**src/rtl/tmbe_pkg.sv**
```systemverilog
`timescale 1ns / 1ps
package tmbe_pkg;

  localparam int TAPE_DEPTH    = 32768;
  localparam int PROGRAM_DEPTH = 4096;
  localparam int NEST_DEPTH    = 64;

  localparam int TAPE_AW = $clog2(TAPE_DEPTH);
  localparam int PROG_AW = $clog2(PROGRAM_DEPTH);
  localparam int NEST_AW = $clog2(NEST_DEPTH);
  localparam int LEN_W   = PROG_AW + 1;
  localparam int LVL_W   = NEST_AW + 1;
  localparam int ARG_W   = (TAPE_AW > PROG_AW) ? TAPE_AW : PROG_AW;

  typedef enum logic [1:0] {
    CMD_CLEAR  = 2'd0,
    CMD_LOAD   = 2'd1,
    CMD_FINISH = 2'd2,
    CMD_STEP   = 2'd3
  } cmd_e;

  typedef enum logic [3:0] {
    OP_RIGHT = 4'd0,
    OP_LEFT  = 4'd1,
    OP_INC   = 4'd2,
    OP_DEC   = 4'd3,
    OP_OUT   = 4'd4,
    OP_IN    = 4'd5,
    OP_OPEN  = 4'd6,
    OP_CLOSE = 4'd7,
    OP_NONE  = 4'd8
  } op_e;

  typedef enum logic [1:0] {
    PH_LOADING = 2'd0,
    PH_READY   = 2'd1,
    PH_HALTED  = 2'd2,
    PH_ERROR   = 2'd3
  } phase_e;

  typedef enum logic [2:0] {
    ST_OK              = 3'd0,
    ST_IDLE            = 3'd1,
    ST_UNMATCHED_CLOSE = 3'd2,
    ST_UNMATCHED_OPEN  = 3'd3,
    ST_FULL            = 3'd4,
    ST_DEEP            = 3'd5
  } status_e;

  typedef struct packed {
    logic [2:0]       op;
    logic [ARG_W-1:0] arg;
  } instr_t;

  typedef struct packed {
    logic accept;
    logic exec;
    logic patch;
    logic clr_en;
  } ctrl_cmd_t;

  typedef struct packed {
    logic out_free;
    logic need_patch;
    logic go_clear;
    logic clr_done;
  } dp_stat_t;

  function automatic op_e decode_char(input logic [7:0] c);
    op_e o;
    unique case (c)
      8'h3E:   o = OP_RIGHT;
      8'h3C:   o = OP_LEFT;
      8'h2B:   o = OP_INC;
      8'h2D:   o = OP_DEC;
      8'h2E:   o = OP_OUT;
      8'h2C:   o = OP_IN;
      8'h5B:   o = OP_OPEN;
      8'h5D:   o = OP_CLOSE;
      default: o = OP_NONE;
    endcase
    return o;
  endfunction

endpackage

```
**src/rtl/tmbe_ctrl.sv**
```systemverilog
`timescale 1ns / 1ps
module tmbe_ctrl (
  input  logic                clk_i,
  input  logic                rst_ni,
  input  logic                in_valid_i,
  output logic                in_ready_o,
  input  tmbe_pkg::dp_stat_t  stat_i,
  output tmbe_pkg::ctrl_cmd_t cmd_o
);

  typedef enum logic [1:0] {
    S_CLR,
    S_IDLE,
    S_EX,
    S_PATCH
  } state_e;

  state_e state_q, state_d;

  always_comb begin
    state_d      = state_q;
    cmd_o        = '0;
    in_ready_o   = 1'b0;
    unique case (state_q)
      S_CLR: begin
        cmd_o.clr_en = 1'b1;
        if (stat_i.clr_done) state_d = S_IDLE;
      end
      S_IDLE: begin
        in_ready_o   = 1'b1;
        cmd_o.accept = in_valid_i;
        if (in_valid_i) state_d = S_EX;
      end
      S_EX: begin
        // hold until the output slot is free; item runs exactly once
        if (stat_i.out_free) begin
          cmd_o.exec = 1'b1;
          if (stat_i.need_patch)    state_d = S_PATCH;
          else if (stat_i.go_clear) state_d = S_CLR;
          else                      state_d = S_IDLE;
        end
      end
      S_PATCH: begin
        cmd_o.patch = 1'b1;
        state_d     = S_IDLE;
      end
      default: state_d = S_IDLE;
    endcase
  end

  always_ff @(posedge clk_i or negedge rst_ni) begin
    if (!rst_ni) begin
      state_q <= S_CLR;
    end else begin
      state_q <= state_d;
    end
  end

endmodule

```
**config.mk**
```make
export PLATFORM = sky130hd
export DESIGN_NAME = tmbe_ctrl
export DESIGN_NICKNAME = d
export VERILOG_FILES = /design/src/rtl/tmbe_pkg.sv /design/src/rtl/tmbe_ctrl.sv
export SDC_FILE = /design/constraint.sdc
export NUM_CORES = 1
export LEC_CHECK = 0
export ABC_AREA = 1
export BUFFER_PORTS_ARGS = -buffer_cell sky130_fd_sc_hd__buf_2
export CORE_AREA = 4 4 41 43
export CTS_CLUSTER_SIZE = 10
export DETAILED_ROUTE_END_ITERATION = 12
export DIE_AREA = 0 0 45 47
export HOLD_SLACK_MARGIN = 0.1
export PLACE_DENSITY = 0.5
export SYNTH_ARGS = -nofsm -noshare
export SYNTH_HDL_FRONTEND = slang
export SYNTH_SLANG_ARGS = --single-unit
```
**constraint.sdc**
```tcl
create_clock -name clk_i -period 1.9 [get_ports clk_i]
set_input_delay 0.38 -clock clk_i [delete_from_list [all_inputs] [get_ports clk_i]]
set_output_delay 0.38 -clock clk_i [all_outputs]
set_load 0.01 [all_outputs]
```
* Word level (Yosys, flattened, before mapping)
Index checks and enable logic that the tools add are counted.
** Word-level totals
- Flip-flop bits (word level) :: 2
- Bits of input ports :: 7
** Operators by class
- Eq/ne operators :: 6
- Muxes and demuxes :: 12
- Reduce and logical (&&, ||, !) cells :: 2
** Operator list (number)
- 2-bit 2-to-1 mux :: 4
- 2-bit case mux with 4 select lines :: 1
- 1-bit 2-to-1 mux :: 7
- 2-bit != test (second input constant) :: 3
- 2-bit equality test (second input constant) :: 2
- 3-bit AND reduction :: 1
- 2-bit by 1-bit equality test with 1-bit output (second input constant) :: 1
- 2-bit logical NOT :: 1

* Depth between registers and ports, before layout
- Word-level depth :: 4
- Mapped depth :: 7

* Least setup slack after synthesis
No wires, ideal clock.
- Kind :: register to output
- Start point :: reg state_q[0]
- End point :: out cmd_o[2] (netlist name)
- Data arrival time :: 0.824 ns
- Slack :: 0.696 ns
- Cell stages (with the launch flop) :: 5
- Path buffers :: 0
- Cells stage by stage :: dfrtp_1 > inv_1 > ha_1 > nand2_1 > inv_1
** RTL lines
- from (decl) :: line tmbe_ctrl.sv:18 : state_e state_q, state_d;
- from (signal assigned) :: line tmbe_ctrl.sv:55 : state_q <= state_d;
- to (decl) :: line tmbe_ctrl.sv:8 : output tmbe_pkg::ctrl_cmd_t cmd_o

==> results by group <==
STA
  – Unrepaired setup endpoints after global routing: false
  – Final Cycle Share: 82.1%
  – Clock Skew: 1.40 ps
  – Worst-Margin Slew: about 160 ps
  – Final Critical Period: 1560 ps
  – Pins over their slew limit: 0
  – # setup viols final: 0
  – Fmax: 641 MHz
  – Setup TNS: 0 ps
  – Slew HR: 89.4%
  – Hold Vio Cnt, Final: 0

Placed design
  – Post-DP HPWL: 427 µm
  – Final Wtd Congestion: 0.692
  – Buffers on Ports: 11

Critical path
  – Critical-path cell list: inv_1 -> ha_1 -> nand2_1 -> inv_1 -> buf_2
  – FF-to-FF Start: state_q[0]
  – Slowest cell on crit path: dfrtp_1
  – Worst setup SP type: register
  – Crit-path max FO: 5
  – Most used cell along the critical path: inv_1
  – Worst reg2reg path depth: 6
  – Crit. End Element: primary output
  – Reg2reg end: state_q[0]
  – Critical path type: reg -> out
  – R2R Setup Slk: ~700 ps
  – CP required: 1520 ps
  – Worst EP arrival: 1180 ps
  – Max incr delay on CP: 410 ps

Routing
  – Pre-Repair DR Iteration Count: 2
  – Initial drt markers: 1
  – DRT antenna net count: 0
  – WL final: 502 µm
  – Avg Vias per Cell: 3.63
  – Routed len/inst: approximately 7.5 µm
  – Remaining DRCs: 0
  – Vias: 243

Layout
  – Commonest non-fill, non-tap cell in the layout: nand2_1
  – Share of layout cells above drive strength 1: 28.8%
  – Nets: 66
  – Largest regs: state_q x2
  – ANT cells: 0
  – Synth-to-layout area growth: 45.2%
  – Largest reg by FF count: state_q
  – Most frequent cells in the layout: 16 x nand2_1, 11 x buf_2, 10 x inv_1
  – Max reg flops: 2
  – Final core occ: a little over a quarter

Power and ir drop
  – Clock group share of total power: 21.6%
  – Gate power share: between 50% and 60%
  – Reg power frac: approximately 19%
  – Sw Share: 44.0%
  – Leakage power: 0.000237 µW
  – Internal: 244 µW
  – Power density over cell area: between 1000 and 1500 nW/µm²
  – VDD IR max: 0.422 mV
  – Switching power: 192 µW

Global route
  – Pin count of the biggest net entering global routing: 6
  – Total Routing Usage GR: 6.40%
  – First-pass GRT wire length: 869 µm
  – Gr ovfl total: 0
  – Initial antenna violation count: 0
  – Vias in the first global route: roughly 230

Synthesis
  – Post-Syn Area per Cell: 6.36 µm²
  – Mapped Cells: 37
  – Yosys warns: 0
  – Post-synthesis sequential area ratio: 21.3%
  – Synth Cell Area: 235 µm²
  – Library cells used by synthesis: 8
  – Syn nets: 49
  – Synth Register Bits: 2

Clocking
  – Clock buffer depth: 2
  – Clock sinks: 2
  – CTS Buf Count: 3
  – Gates resized, CTS repair: 0
  – H-tree lvl count: 1
  – Post-CTS setup buffer count: 0
  – Clock transition at path regs: 30 ps
  – Root Driver: clkbuf_4
  – CTS tree: yes
  – Clk_lat worst skew: 220 ps

Floorplan
  – Die Area: 2120 µm²
  – Core Region: 1300 µm²
  – Chip height: 47 µm
  – I/O pin cnt: 12
  – Initial Utilization: 18.1%
  – Die span in x: 45 µm
  – FP Rows: 13

Run
  – Max-Cap Viols: 0

Min path
  – Tightest Hold Check Type: in -> async

Status
  – Status: finished clean
-- Yosys cell counts (all sizes together) --
| cell | number | area (µm²) |
|---|---|---|
| ha | 5 | 62.6 |
| nor2 | 1 | 6.26 |
| nand2 | 16 | 60.1 |
| nand3 | 1 | 5.00 |
| a21boi | 1 | 7.51 |
| inv | 10 | 37.5 |
| or2 | 1 | 6.26 |
| dfrtp | 2 | 50.1 |
-- critical path: cells and delay by family, from the launching register on --
kind / cells / cell delay [ps]
AND/OR/NAND/NOR: 1 / 60
adder cells (fa/ha/maj): 1 / 220
flip-flops: 1 / 410
buffers and inverters: 3 / 270
-- how the worst max path moves through the flow --
stage | start | to | slack [ps]
floorplan | state_q[0] | cmd_o[2] | 700
global placement | state_q[0] | cmd_o[2] | 580
detailed placement | state_q[0] | cmd_o[2] | 560
CTS | state_q[0] | cmd_o[2] | 320
global route | state_q[0] | cmd_o[2] | 220
finish | state_q[0] | cmd_o[2] | 340
-- stage by stage --
step | total power, µW | hold WS [ps] | cells | cell area [µm²] | setup WS (ps)
2_1_floorplan | 269 | 84.4 | 37 | 235 | 696
3_3_place_gp | 347 | 167 | 63 | 309 | 580
3_5_place_dp | 346 | 168 | 63 | 309 | 564
4_1_cts | 451 | 460 | 67 | 342 | 323
5_1_grt | 502 | 491 | 67 | 342 | 221
6_report | 436 | 472 | 67 | 342 | 341
-- cells by family after synthesis --
logic type      after synthesis  share of synthesized area, %
simple gates                 19                          33.0
fa+ha+maj                     5                          26.6
flops                         2                          21.3
compound gates                1                          3.19
buf+inv                      10                          16.0
-- what timing repair did --
item                                   4_1_cts  5_1_grt
hold buffers                                 1        0
endpoints found under the hold margin        2        0
setup endpoints to repair                    0        0
-- final cells by class --
type	count	area [µm²]
Fill cell	167	960
Tap cell	15	18.8
Multi-Input combinational cell	25	148
Sequential cell	2	50.0
Clock buffer	3	22.5
Inverter	10	37.5
Timing Repair Buffer	12	65.1
-- per-layer routing --
metal | global-route usage [%] | wire [µm] | vias up
li1 | - | - | 135
met1 | 6.59 | 203 | 96
met2 | 7.91 | 217 | 10
met3 | 3.45 | 63 | 2
met4 | 8.77 | 17 | 0
met5 | 0 | 0 | -
-- power groups by stage --
stage          sequential (µW)  clock (µW)  combinational (µW)
2_1_floorplan             80.7           0                 188
3_3_place_gp              84.2           0                 263
3_5_place_dp              85.2           0                 261
4_1_cts                   84.2         101                 266
5_1_grt                   87.2         107                 308
6_report                  84.4        93.9                 257
Note: power is estimated with default switching activity, not from simulation.
